File: src/hdl/tdes_pkg.sv
`default_nettype none
// ----------------------------------------------------------------------------
// tdes_pkg
// Shared types, codes and helpers of the timed diagnostics entry sequencer.
// ----------------------------------------------------------------------------
package tdes_pkg;

   localparam int TimeBits    = 32;
   localparam int TimeExtBits = TimeBits + 1;
   localparam int NowBits     = (TimeBits < 32) ? TimeBits : 32;
   localparam int SatBits     = 64;
   localparam int DurBits     = 17;

   localparam logic [DurBits-1:0] HoldExtraMs = 17'd1000;
   localparam logic [DurBits-1:0] ReleaseMs   = 17'd3000;

   localparam logic [1:0] KindTick  = 2'd0;
   localparam logic [1:0] KindStart = 2'd1;
   localparam logic [1:0] KindStop  = 2'd2;

   localparam logic [3:0] StageOff      = 4'd0;
   localparam logic [3:0] StageIgnOff   = 4'd1;
   localparam logic [3:0] StageOffWait  = 4'd2;
   localparam logic [3:0] StageIgnOn    = 4'd3;
   localparam logic [3:0] StageOnWait   = 4'd4;
   localparam logic [3:0] StagePulse    = 4'd5;
   localparam logic [3:0] StageHoldWait = 4'd6;
   localparam logic [3:0] StageHold     = 4'd7;
   localparam logic [3:0] StageRelease  = 4'd8;

   localparam logic [1:0] ErrNone  = 2'd0;
   localparam logic [1:0] ErrCar   = 2'd1;
   localparam logic [1:0] ErrPedal = 2'd2;

   localparam int CsrIndexBits = 3;
   localparam int CsrDataBits  = 16;
   localparam logic [CsrIndexBits-1:0] CsrIgnOffWait   = 3'd0;
   localparam logic [CsrIndexBits-1:0] CsrIgnOnWait    = 3'd1;
   localparam logic [CsrIndexBits-1:0] CsrPulseCount   = 3'd2;
   localparam logic [CsrIndexBits-1:0] CsrPulseInterval = 3'd3;
   localparam logic [CsrIndexBits-1:0] CsrPreHoldWait  = 3'd4;
   localparam logic [CsrIndexBits-1:0] CsrHold         = 3'd5;

   typedef struct packed {
      logic [1:0]  kind;
      logic [31:0] now_ms;
      logic        car_link_ok;
      logic        controller_ok;
      logic        pedal_ok;
      logic        ignition_on;
      logic        moving;
      logic        engine_turning;
      logic        parking_brake_on;
      logic        braking;
   } req_type;

   typedef struct packed {
      logic [3:0] stage;
      logic       pedal_pressed;
      logic       pedal_enabled;
      logic [1:0] error;
   } rsp_type;

   // time plus duration, widened by a carry bit; it saturates at all ones of TimeBits only if TimeBits >= SatBits (64)
   function automatic logic [TimeExtBits-1:0] sat_add(input logic [TimeBits-1:0] a,
                                                      input logic [DurBits-1:0] b);
      logic [TimeExtBits-1:0] sum;
      sum = {1'b0, a} + TimeExtBits'(b);
      if ((TimeBits >= SatBits) && sum[TimeBits]) begin
         sum = {1'b0, {TimeBits{1'b1}}};
      end
      return sum;
   endfunction

endpackage
`default_nettype wire

File: src/hdl/timed_diagnostics_entry_sequencer.sv
`default_nettype none
// ----------------------------------------------------------------------------
// timed_diagnostics_entry_sequencer
// Event-driven stage sequencer that drives a virtual gas pedal.
// ----------------------------------------------------------------------------
// Each accepted event yields exactly one result. An item can enter every
// cycle while the result side does not stall; it is held in the input
// register and the sequence state is updated as it moves into the result
// register, which presents its result. A stall on the result side holds
// it in the input register. The state is updated once per advancing item,
// with one deadline adder and one pulse-interval adder. Configuration writes
// take effect at once and are expected only while no item is in flight.
module timed_diagnostics_entry_sequencer (
   input  wire                                         clock,
   input  wire                                         reset,
   input  wire                                         req_valid,
   output logic                                        req_stall,
   input  wire  tdes_pkg::req_type                     req_payload,
   output logic                                        rsp_valid,
   input  wire                                         rsp_stall,
   output tdes_pkg::rsp_type                           rsp_payload,
   input  wire                                         csr_write_en,
   input  wire  [tdes_pkg::CsrIndexBits-1:0]           csr_index,
   input  wire  [tdes_pkg::CsrDataBits-1:0]            csr_wdata
);

   // configuration
   logic [15:0] ign_off_wait_ff, ign_on_wait_ff, pulse_interval_ff;
   logic [15:0] pre_hold_wait_ff, hold_ff;
   logic [6:0]  pulse_count_ff;

   // handshake and payload
   logic              in_valid_ff, in_valid_in;
   tdes_pkg::req_type in_ff;
   logic              rsp_valid_ff, rsp_valid_in;
   tdes_pkg::rsp_type rsp_ff, rsp_in;
   logic              advance, req_take;

   // sequence state
   logic [3:0]                       stage_ff, stage_in;
   logic [3:0]                       seen_ff, seen_in;
   logic [tdes_pkg::TimeExtBits-1:0] wait_end_ff, wait_end_in;
   logic [tdes_pkg::TimeBits-1:0]    pulse_start_ff, pulse_start_in;
   logic [6:0]                       pulses_done_ff, pulses_done_in;
   logic                             level_ff, level_in;
   logic                             enable_ff, enable_in;

   // evaluation
   logic [tdes_pkg::TimeBits-1:0]    now_v;
   logic [tdes_pkg::TimeExtBits-1:0] now_ext;
   logic [tdes_pkg::DurBits-1:0]     dur;
   logic [tdes_pkg::TimeExtBits-1:0] armed;
   logic                             wait_hit;
   logic [1:0]                       err;
   logic                             unset;

   assign advance   = in_valid_ff && (!rsp_valid_ff || !rsp_stall);
   assign req_stall = in_valid_ff && !advance;
   assign req_take  = req_valid && !req_stall;
   assign rsp_valid   = rsp_valid_ff;
   assign rsp_payload = rsp_ff;

   always_comb begin
      in_valid_in = in_valid_ff;
      if (req_take) begin
         in_valid_in = 1'b1;
      end else if (advance) begin
         in_valid_in = 1'b0;
      end
      rsp_valid_in = rsp_valid_ff;
      if (advance) begin
         rsp_valid_in = 1'b1;
      end else if (!rsp_stall) begin
         rsp_valid_in = 1'b0;
      end
   end

   always_comb begin
      now_v   = tdes_pkg::TimeBits'(in_ff.now_ms[tdes_pkg::NowBits-1:0]);
      now_ext = {1'b0, now_v};

      stage_in       = stage_ff;
      seen_in        = seen_ff;
      wait_end_in    = wait_end_ff;
      pulse_start_in = pulse_start_ff;
      pulses_done_in = pulses_done_ff;
      level_in       = level_ff;
      enable_in      = enable_ff;
      err            = tdes_pkg::ErrNone;

      if ((in_ff.kind == tdes_pkg::KindStart) && (stage_in == tdes_pkg::StageOff)) begin
         stage_in = tdes_pkg::StageIgnOff;
      end else if (in_ff.kind == tdes_pkg::KindStop) begin
         stage_in = tdes_pkg::StageOff;
      end

      // clear timers and pulse count on first sight of a new stage; drop the pedal on entering Off
      if (stage_in != seen_in) begin
         if (stage_in == tdes_pkg::StageOff) begin
            enable_in = 1'b0;
            level_in  = 1'b0;
         end
         wait_end_in    = '0;
         pulse_start_in = '0;
         pulses_done_in = '0;
         seen_in        = stage_in;
      end

      case (stage_in)
         tdes_pkg::StageOffWait:  dur = {1'b0, ign_off_wait_ff};
         tdes_pkg::StageOnWait:   dur = {1'b0, ign_on_wait_ff};
         tdes_pkg::StageHoldWait: dur = {1'b0, pre_hold_wait_ff};
         tdes_pkg::StageHold:     dur = {1'b0, hold_ff} + tdes_pkg::HoldExtraMs;
         default:                 dur = tdes_pkg::ReleaseMs;
      endcase
      unset    = (wait_end_in == '0);
      armed    = unset ? tdes_pkg::sat_add(now_v, dur) : wait_end_in;
      wait_hit = (now_ext >= armed);

      if (stage_in == tdes_pkg::StageOff) begin
         err = tdes_pkg::ErrNone;
      end else if (!in_ff.car_link_ok || !in_ff.controller_ok) begin
         stage_in = tdes_pkg::StageOff;
         err      = tdes_pkg::ErrCar;
      end else if (!in_ff.pedal_ok) begin
         stage_in = tdes_pkg::StageOff;
         err      = tdes_pkg::ErrPedal;
      end else begin
         case (stage_in)
            tdes_pkg::StageIgnOff: begin
               level_in  = 1'b0;
               enable_in = 1'b1;
               if (!(in_ff.ignition_on || in_ff.moving || in_ff.engine_turning ||
                     !in_ff.parking_brake_on || in_ff.braking)) begin
                  stage_in = tdes_pkg::StageOffWait;
               end
            end
            tdes_pkg::StageOffWait: begin
               wait_end_in = armed;
               if (wait_hit) begin
                  stage_in = tdes_pkg::StageIgnOn;
               end else if (in_ff.ignition_on) begin
                  stage_in = tdes_pkg::StageIgnOff;
               end
            end
            tdes_pkg::StageIgnOn: begin
               if (in_ff.ignition_on) begin
                  stage_in = tdes_pkg::StageOnWait;
               end
            end
            tdes_pkg::StageOnWait, tdes_pkg::StagePulse, tdes_pkg::StageHoldWait,
            tdes_pkg::StageHold, tdes_pkg::StageRelease: begin
               if (!in_ff.ignition_on || in_ff.engine_turning) begin
                  stage_in = tdes_pkg::StageIgnOff;
               end else if (stage_in == tdes_pkg::StagePulse) begin
                  if (pulses_done_in >= pulse_count_ff) begin
                     level_in = 1'b0;
                     stage_in = tdes_pkg::StageHoldWait;
                  end else if (now_ext >= tdes_pkg::sat_add(pulse_start_in,
                                                          {1'b0, pulse_interval_ff})) begin
                     pulse_start_in = now_v;
                     if (!level_in) begin
                        level_in = 1'b1;
                     end else begin
                        level_in       = 1'b0;
                        pulses_done_in = pulses_done_in + 7'd1;
                     end
                  end
               end else begin
                  if (unset && (stage_in == tdes_pkg::StageHold)) begin
                     level_in = 1'b1;
                  end
                  if (unset && (stage_in == tdes_pkg::StageRelease)) begin
                     level_in  = 1'b0;
                     enable_in = 1'b0;
                  end
                  wait_end_in = armed;
                  if (wait_hit) begin
                     case (stage_in)
                        tdes_pkg::StageOnWait:   stage_in = tdes_pkg::StagePulse;
                        tdes_pkg::StageHoldWait: stage_in = tdes_pkg::StageHold;
                        tdes_pkg::StageHold:     stage_in = tdes_pkg::StageRelease;
                        default:                 stage_in = tdes_pkg::StageOff;
                     endcase
                  end
               end
            end
            default: begin
               err = tdes_pkg::ErrNone;
            end
         endcase
      end

      rsp_in.stage         = stage_in;
      rsp_in.pedal_pressed = level_in;
      rsp_in.pedal_enabled = enable_in;
      rsp_in.error         = err;
   end

   always_ff @(posedge clock) begin
      if (reset) begin
         in_valid_ff       <= 1'b0;
         rsp_valid_ff      <= 1'b0;
         stage_ff          <= tdes_pkg::StageOff;
         seen_ff           <= tdes_pkg::StageOff;
         wait_end_ff       <= '0;
         pulse_start_ff    <= '0;
         pulses_done_ff    <= '0;
         level_ff          <= 1'b0;
         enable_ff         <= 1'b0;
         ign_off_wait_ff   <= 16'd5000;
         ign_on_wait_ff    <= 16'd3000;
         pulse_count_ff    <= 7'd5;
         pulse_interval_ff <= 16'd500;
         pre_hold_wait_ff  <= 16'd7000;
         hold_ff           <= 16'd10000;
      end else begin
         in_valid_ff  <= in_valid_in;
         rsp_valid_ff <= rsp_valid_in;
         if (advance) begin
            stage_ff       <= stage_in;
            seen_ff        <= seen_in;
            wait_end_ff    <= wait_end_in;
            pulse_start_ff <= pulse_start_in;
            pulses_done_ff <= pulses_done_in;
            level_ff       <= level_in;
            enable_ff      <= enable_in;
         end
         if (csr_write_en) begin
            case (csr_index)
               tdes_pkg::CsrIgnOffWait:    ign_off_wait_ff   <= csr_wdata;
               tdes_pkg::CsrIgnOnWait:     ign_on_wait_ff    <= csr_wdata;
               tdes_pkg::CsrPulseCount:    pulse_count_ff    <= csr_wdata[6:0];
               tdes_pkg::CsrPulseInterval: pulse_interval_ff <= csr_wdata;
               tdes_pkg::CsrPreHoldWait:   pre_hold_wait_ff  <= csr_wdata;
               tdes_pkg::CsrHold:          hold_ff           <= csr_wdata;
               default:                    hold_ff           <= hold_ff;
            endcase
         end
      end
   end

   always_ff @(posedge clock) begin
      if (req_take) begin
         in_ff <= req_payload;
      end
      if (advance) begin
         rsp_ff <= rsp_in;
      end
   end

endmodule
`default_nettype wire
File: config.mk
export PLATFORM = sky130hd
export DESIGN_NAME = timed_diagnostics_entry_sequencer
export DESIGN_NICKNAME = d
export VERILOG_FILES = /design/src/hdl/tdes_pkg.sv /design/src/hdl/timed_diagnostics_entry_sequencer.sv
export SDC_FILE = /design/constraint.sdc
export NUM_CORES = 1
export LEC_CHECK = 0
export BUFFER_PORTS_ARGS = -buffer_cell sky130_fd_sc_hd__buf_2
export CAP_MARGIN = 5
export CELL_PAD_IN_SITES_DETAIL_PLACEMENT = 0
export CELL_PAD_IN_SITES_GLOBAL_PLACEMENT = 1
export CORE_ASPECT_RATIO = 1.75
export CORE_MARGIN = 2
export CORE_UTILIZATION = 51
export CTS_BUF_LIST = sky130_fd_sc_hd__clkbuf_8 sky130_fd_sc_hd__clkbuf_16
export DETAILED_ROUTE_END_ITERATION = 8
export PLACE_DENSITY_LB_ADDON = 0.1
export SETUP_SLACK_MARGIN = 0.2
export SLEW_MARGIN = 10
export SYNTH_ARGS = -nofsm -noshare
export SYNTH_HDL_FRONTEND = slang
export SYNTH_SLANG_ARGS = --single-unit
File: constraint.sdc
create_clock -name clock -period 11.5 [get_ports clock]
set_input_delay 2.3 -clock clock [delete_from_list [all_inputs] [get_ports clock]]
set_output_delay 2.3 -clock clock [all_outputs]
set_load 0.005 [all_outputs]
* After elaboration in Yosys (flattened, before gate mapping)
Cells that the tools add are included.
** Word-level totals
- Flip-flop bits (word level) :: 221
- Output and inout port bits :: 10
- Bits of input ports :: 66
- Logic and storage cells :: 160
** Cells by class
- Equality and inequality tests :: 17
- Muxes and demuxes :: 71
- Add/sub/neg operators :: 4
- $lt $le $gt $ge :: 3
- Reduce and logical (&&, ||, !) cells :: 35
** Operator list (number)
- 2-to-1 mux 32 bit :: 9
- 2-to-1 mux 33 bit :: 7
- 2-to-1 mux 7 bit :: 10
- one-hot mux 17 bit (4 select lines) :: 1
- greater-or-equal comparator 32 x 33 -> 1 bit :: 2
- one-hot mux 33 bit (2 select lines) :: 1
- 2-to-1 mux 4 bit :: 13
- adder 32 x 16 -> 33 bit :: 1
- adder 32 x 17 -> 33 bit :: 1
- zero test 33 bit :: 1
- 2-to-1 mux 1 bit :: 25
- adder 16 x 10 -> 17 bit (second input constant) :: 1
- equality test 4 x 3 -> 1 bit (second input constant) :: 4
- one-hot mux 4 bit (4 select lines) :: 1
- AND reduction 2 bit :: 7
- one-hot mux 4 bit (3 select lines) :: 1
- equality test 4 x 2 -> 1 bit (second input constant) :: 2
- zero test 1 bit :: 8
- zero test 4 bit :: 2
- adder 7 x 1 -> 7 bit (second input constant) :: 1
- greater-or-equal comparator 7 bit :: 1
- logical OR 1 bit :: 7
- equality test 3 x 2 -> 1 bit (second input constant) :: 2
- equality test 3 bit (second input constant) :: 2
- 14 further kinds :: 20

* Logic depth before layout (Yosys ltp)
- Word-level depth :: 15
- Depth in mapped cells :: 30
- Mapped depth without buffers :: 25

* Least setup slack after synthesis
No wires, ideal clock.
- Path kind :: reg-to-reg
- Start :: register in_ff[40] (netlist bit)
- End :: register pulse_start_ff[17] (netlist bit)
- Setup slack :: 4.637 ns
- Buffers on the path :: 6
- Cell stages (with the launch flop) :: 30
- Data required time :: 11.383 ns
- Arrival time :: 6.746 ns
- Library setup time :: 0.117 ns
- Period minus slack after synthesis :: 6.863 ns
- Path through :: edfxtp_1 > nand2b_1 > a22oi_2 > xor2_2 > and3_1 > clkbuf_1 > buf_2 > clkbuf_1 > and2_1 > ha_1 > a211o_1 > a2111oi_0 > o31ai_1 > a221oi_1 > a2111oi_2 > nand2_1 > xnor2_1 > nand2_1 > ha_1 > nand4_1 > nor4_2 > a22oi_1 > a31oi_1 > a41oi_1 > or2_1 > buf_4 > o41a_1 > buf_2 > buf_6 > a22o_1
** On the way
- Cells in the longest elaborated chain, start to end :: 15
- Elaborated cells on any way between the ends :: 26
- Those cells by class :: add/sub: 1; order compare: 2; eq/ne: 8; mux: 12; reduce/logical: 3
** Ends and longest elaborated chain
- from (decl) :: RTL line timed_diagnostics_entry_sequencer.sv:34 : tdes_pkg::req_type in_ff;
- from (signal assigned) :: RTL line timed_diagnostics_entry_sequencer.sv:245 : in_ff <= req_payload;
- equality test 2 bit or equality test 2 x 1 -> 1 bit (tied branches) :: RTL line timed_diagnostics_entry_sequencer.sv:93, timed_diagnostics_entry_sequencer.sv:91
- 2-to-1 mux 4 bit or logical AND 1 bit (tied branches) :: RTL line timed_diagnostics_entry_sequencer.sv:93, timed_diagnostics_entry_sequencer.sv:91
- 2-to-1 mux 4 bit (*) :: RTL line timed_diagnostics_entry_sequencer.sv:91 : if ((in_ff.kind == tdes_pkg::KindStart) && (stage_in == tdes_pkg::StageOff)) begin
- != test 4 bit :: RTL line timed_diagnostics_entry_sequencer.sv:98 : if (stage_in != seen_in) begin
- 2-to-1 mux 32 bit :: RTL line timed_diagnostics_entry_sequencer.sv:98
- adder 32 x 16 -> 33 bit :: RTL line tdes_pkg.sv:68 : sum = {1'b0, a} + TimeExtBits'(b);
- greater-or-equal comparator 32 x 33 -> 1 bit :: RTL line timed_diagnostics_entry_sequencer.sv:159 : end else if (now_ext >= tdes_pkg::sat_add(pulse_start_in,
- 2-to-1 mux 32 bit :: RTL line timed_diagnostics_entry_sequencer.sv:159
- 2-to-1 mux 32 bit :: RTL line timed_diagnostics_entry_sequencer.sv:156 : if (pulses_done_in >= pulse_count_ff) begin
- 2-to-1 mux 32 bit :: RTL line timed_diagnostics_entry_sequencer.sv:155 : end else if (stage_in == tdes_pkg::StagePulse) begin
- 2-to-1 mux 32 bit :: RTL line timed_diagnostics_entry_sequencer.sv:153 : if (!in_ff.ignition_on || in_ff.engine_turning) begin
- 2-to-1 mux 32 bit :: RTL line timed_diagnostics_entry_sequencer.sv:129 : case (stage_in)
- 2-to-1 mux 32 bit :: RTL line timed_diagnostics_entry_sequencer.sv:125 : end else if (!in_ff.pedal_ok) begin
- 2-to-1 mux 32 bit :: RTL line timed_diagnostics_entry_sequencer.sv:122 : end else if (!in_ff.car_link_ok || !in_ff.controller_ok) begin
- 2-to-1 mux 32 bit (*) :: RTL line timed_diagnostics_entry_sequencer.sv:120 : if (stage_in == tdes_pkg::StageOff) begin
- to (signal assigned) :: RTL line timed_diagnostics_entry_sequencer.sv:224 : pulse_start_ff <= pulse_start_in;
- to (decl) :: RTL line timed_diagnostics_entry_sequencer.sv:43 : logic [tdes_pkg::TimeBits-1:0] pulse_start_ff, pulse_start_in;
Mark *: on every way between the ends. The rest lies on a longest branch, timed or not.
A chain may end at the register's enable or synchronous reset.

* Final worst setup path
- Start :: register in_ff[40] (netlist bit)
- End :: register pulse_start_ff[19] (netlist bit)
Same word-level chain as after synthesis.

==> metrics.csv <==
metric,value,unit
H-tree lvl count,1,
post-synth net total,1764,
clock skew after layout,0.0186,ns
number of buffers between clock root and the deepest sink,3,
height of the die,218,µm
"Net count, final",1803,
cts repair resizes,0,
synthesized instance count,1590,
growth of design area from synthesis to finish,10.2,%
post-synthesis instance area,13400,µm²
IR Drop Worst-Case VDD,0.132,mV
Slew headroom,32.1,%
worst reg-to-reg path cell count,24,
critical path class,flip-flop to flip-flop,
RSZ-0062 raised after global routing,no,
Die Outline Area,27600,µm²
number of global-route vias before repair,12000,
Setup crit start kind,flip-flop,
Pint,1.35,mW
"slowest stage delay, CP",0.87,ns
Clock Root Buffer,sky130_fd_sc_hd__clkbuf_16,
via count,12300,
f_max,0.114,GHz
data required time of the worst path,11.92,ns
area of the core,25900,µm²
number of setup violations in the final report,0,
num ports,76,
count of yosys warnings during synthesis,0,
width of the die,127,µm
Final Total Pwr,1.86,mW
transition time at the pin with the least slew margin,1.02,ns
portion of the clock cycle consumed by the worst path in the final layout,76.2,%
sequential area share after synthesis,36.7,%
arrival time worst endpoint,9.18,ns
leakage power of the design,5.87,nW
drt initial violations,857,
library cell with the largest summed area after synthesis,sky130_fd_sc_hd__dfxtp_1,
gpl congestion,0.900,
hold-critical path endpoint,ign_on_wait_ff[2],
effective utilization at floorplan,51.8,%
portion of total power attributed to sequential cells,45.0,%
maximum fanout encountered on the critical timing path,70,
Adder-Cell Fraction of Synth Area,10.3,%
number of flops mapped to enable cells by yosys,50,
fraction of registers with async set or reset after synthesis,0,%
dominant combinational cell family by area after synthesis,compound AO/OA/AOI/OAI gates,
clock edge transition at the registers on the reported setup and hold paths,0.07,ns
time the worst path needs with I/O delays and setup,8.76,ns
CTS tree,done,
sum of negative setup slack,0,ns
first-pass GRT wire length,66900,µm
launching point of the worst reg2reg path,in_ff[40],
latest clock arrival within the worst-skew pair,0.54,ns
Worst Min Path Start,ign_on_wait_ff[2],
setup slack of the most critical reg-to-reg path,2.74,ns
total clock sinks,221,
hold-fix buffers at CTS,0,
dominant cells by area after synthesis,"sky130_fd_sc_hd__dfxtp_1, sky130_fd_sc_hd__edfxtp_1, sky130_fd_sc_hd__ha_1",
most used flip-flop cell after synthesis,sky130_fd_sc_hd__dfxtp_1,
fraction of synthesized area in multiplexers,0.896,%
category of the worst setup path capture point,flip-flop,
share of power burned in combinational logic,12.9,%
share of total power in the clock network,42.1,%
Rows,78,
fin. max-slew vios,0,
HPWL Detailed,31900,µm
Hold Crit Depth,2,
share of the synthesized netlist area taken by xor and xnor gates,4.83,%
Tot GR Track Use,30.6,%
maximum number of pins on one net before global-route repair,73,
number of library cell types mapped by synthesis,88,
GR Overflow Total,0,
standard cell with the maximum stage delay on the critical path,sky130_fd_sc_hd__a2111oi_2,
type of the most critical hold path,flip-flop to flip-flop,
Remaining DRCs,0,
detailed-routing iteration count for the pre-antenna-repair pass,5,
remaining antenna violation count,0,
power spent charging and discharging nets,0.513,mW
Routed WL per cell,21.7,µm
total power per unit cell area,126,nW/µm²
complex-gate fraction of the synthesized area,22.3,%
total of flip-flops plus latches after synthesis,221,
n_diodes,0,
post-CTS repair timing setup buffer count,0,
initial antenna violation count,0,
fraction of synthesized cell area taken by the top area cell type,25.5,%
Final Hold Fails,0,
routed wire length,42700,µm
end of the worst register-to-register path,pulse_start_ff[19],
TritonCTS buffer count,23,
final core utilization,57.1,%
Max-cap violations,0,
simple-gate share of the synthesized area,21.9,%
Switching Fraction,27.5,%
CP Cell Sequence,nand2b_1 > a22oi_2 > xor2_2 > and3_2 > buf_4 > and2_1 > ha_1 > o21ai_0 > o31ai_1 > a221oi_1 > a2111oi_2 > nand3_1 > xnor2_1 > nand2_1 > ha_1 > nand3_1 > nor4_1 > nor4_1 > o21ai_1 > a41oi_1 > or2_1 > o41a_1 > buf_4 > a22o_1,
share of cells above drive strength 1,9.00,%
result of the run,"finished, final reports clean",
via-per-instance ratio,6.26,
Buffers on Ports,75,
synthesized area per cell,8.43,µm²
[cells in the final DEF, fill, tap and decap left out, types with 8 or more instances in the layout]
| cell | count |
|---|---|
| sky130_fd_sc_hd__a21oi_1 | 155 |
| sky130_fd_sc_hd__nand4_1 | 24 |
| sky130_fd_sc_hd__nor2b_1 | 8 |
| sky130_fd_sc_hd__buf_4 | 13 |
| sky130_fd_sc_hd__o21ai_0 | 69 |
| sky130_fd_sc_hd__xor2_1 | 35 |
| sky130_fd_sc_hd__a31oi_1 | 12 |
| sky130_fd_sc_hd__and4_1 | 10 |
| sky130_fd_sc_hd__mux2i_1 | 12 |
| sky130_fd_sc_hd__nor4_1 | 18 |
| sky130_fd_sc_hd__and3_1 | 12 |
| sky130_fd_sc_hd__a22oi_1 | 38 |
| sky130_fd_sc_hd__nand3_1 | 77 |
| sky130_fd_sc_hd__nand2b_1 | 12 |
| sky130_fd_sc_hd__inv_1 | 26 |
| sky130_fd_sc_hd__ha_1 | 106 |
| sky130_fd_sc_hd__nand2_1 | 281 |
| sky130_fd_sc_hd__a22o_1 | 32 |
| sky130_fd_sc_hd__edfxtp_1 | 50 |
| sky130_fd_sc_hd__o211ai_1 | 11 |
| sky130_fd_sc_hd__xnor2_1 | 37 |
| sky130_fd_sc_hd__clkbuf_16 | 25 |
| sky130_fd_sc_hd__dfxtp_1 | 171 |
| sky130_fd_sc_hd__nor2_1 | 100 |
| sky130_fd_sc_hd__a21o_1 | 18 |
| sky130_fd_sc_hd__buf_2 | 75 |
| sky130_fd_sc_hd__a211oi_1 | 16 |
| sky130_fd_sc_hd__and2_1 | 30 |
| sky130_fd_sc_hd__nor3_1 | 24 |
[power groups by stage]
stage / Sequential [mW] / Clock (mW) / Combinational (mW)
floorplan: 0.844 / 0 / 0.163
finish: 0.839 / 0.785 / 0.241
detailed placement: 0.856 / 0 / 0.238
global route: 0.840 / 0.827 / 0.267
global placement: 0.855 / 0 / 0.234
CTS: 0.839 / 0.796 / 0.240
[state kept, by name, summed over array words and instances, names as in the netlist]
name	count
wait_end_ff	33
ign_off_wait_ff	16
pulse_interval_ff	16
rsp_payload	8
enable_ff	1
rsp_valid	1
now_v	32
pulses_done_ff	7
pre_hold_wait_ff	16
seen_ff	4
hold_ff	16
in_valid_ff	1
in_ff	10
ign_on_wait_ff	16
level_ff	1
stage_ff	4
pulse_count_ff	7
pulse_start_ff	32
[critical path: cells and delay by family (launching register included)]
| kind | cells | cell delay [ns] |
|---|---|---|
| AOI/OAI and AO/OA | 9 | 3.94 |
| and+or+nand+nor | 9 | 2.24 |
| buffers and inverters | 2 | 0.87 |
| xor gates and xnor gates | 2 | 0.57 |
| adders and majority gates | 2 | 0.55 |
| DFF | 1 | 0.39 |
[cell usage after synthesis, types with 13 or more instances]
master	n
sky130_fd_sc_hd__nor3_1	24
sky130_fd_sc_hd__a21o_1	18
sky130_fd_sc_hd__a22o_1	32
sky130_fd_sc_hd__and3_1	13
sky130_fd_sc_hd__o21ai_0	69
sky130_fd_sc_hd__xor2_1	35
sky130_fd_sc_hd__ha_1	106
sky130_fd_sc_hd__xnor2_1	37
sky130_fd_sc_hd__clkbuf_1	55
sky130_fd_sc_hd__a211oi_1	16
sky130_fd_sc_hd__nand2_1	281
sky130_fd_sc_hd__nor4_1	19
sky130_fd_sc_hd__a21oi_1	155
sky130_fd_sc_hd__dfxtp_1	171
sky130_fd_sc_hd__nand3_1	77
sky130_fd_sc_hd__inv_1	22
sky130_fd_sc_hd__edfxtp_1	50
sky130_fd_sc_hd__nand4_1	24
sky130_fd_sc_hd__and2_1	30
sky130_fd_sc_hd__nor2_1	100
sky130_fd_sc_hd__a22oi_1	38
[final cells by class]
class,instances,area (µm²)
Clock buffer,28,667
Sequential cell,221,4920
Inverter,23,86.3
Tap cell,320,400
Clock inverter,13,115
Multi-Input combinational cell,1272,8110
Fill cell,2462,11100
Timing Repair Buffer,88,473
[logic make-up after synthesis]
logic type | after synthesis
and+or+nand+nor | 627
AOI/OAI and AO/OA | 451
DFF | 221
adders and majority gates | 109
buffers and inverters | 97
xor gates and xnor gates | 73
muxes | 12
[metal layers]
metal,vias to the layer above,wire [µm],track usage [%]
met5,-,0,0
met4,0,2360,15.9
met3,117,1880,3.53
met2,368,22100,56.0
met1,5890,16400,34.4
li1,5924,-,-
[how the worst max path moves through the flow]
stage / start / to / cells past startpoint
6_report: in_ff[40] / pulse_start_ff[19] / 24
2_1_floorplan: in_ff[40] / pulse_start_ff[17] / 29
3_3_place_gp: in_ff[40] / pulse_start_ff[24] / 24
5_1_grt: in_ff[40] / pulse_start_ff[25] / 24
4_1_cts: in_ff[40] / pulse_start_ff[19] / 24
3_5_place_dp: in_ff[40] / pulse_start_ff[7] / 24
[stage by stage]
stage          hold slack (ns)  setup WS, ns  cells  area [µm²]
3_5_place_dp             0.449          2.87   1924       14000
2_1_floorplan            0.436          4.64   1590       13400
5_1_grt                  0.473          2.16   1965       14800
4_1_cts                  0.458          2.80   1965       14800
3_3_place_gp             0.442          3.14   1924       14000
6_report                 0.457          2.74   1965       14800
No activity file was read; power rests on OpenSTA's default activity.
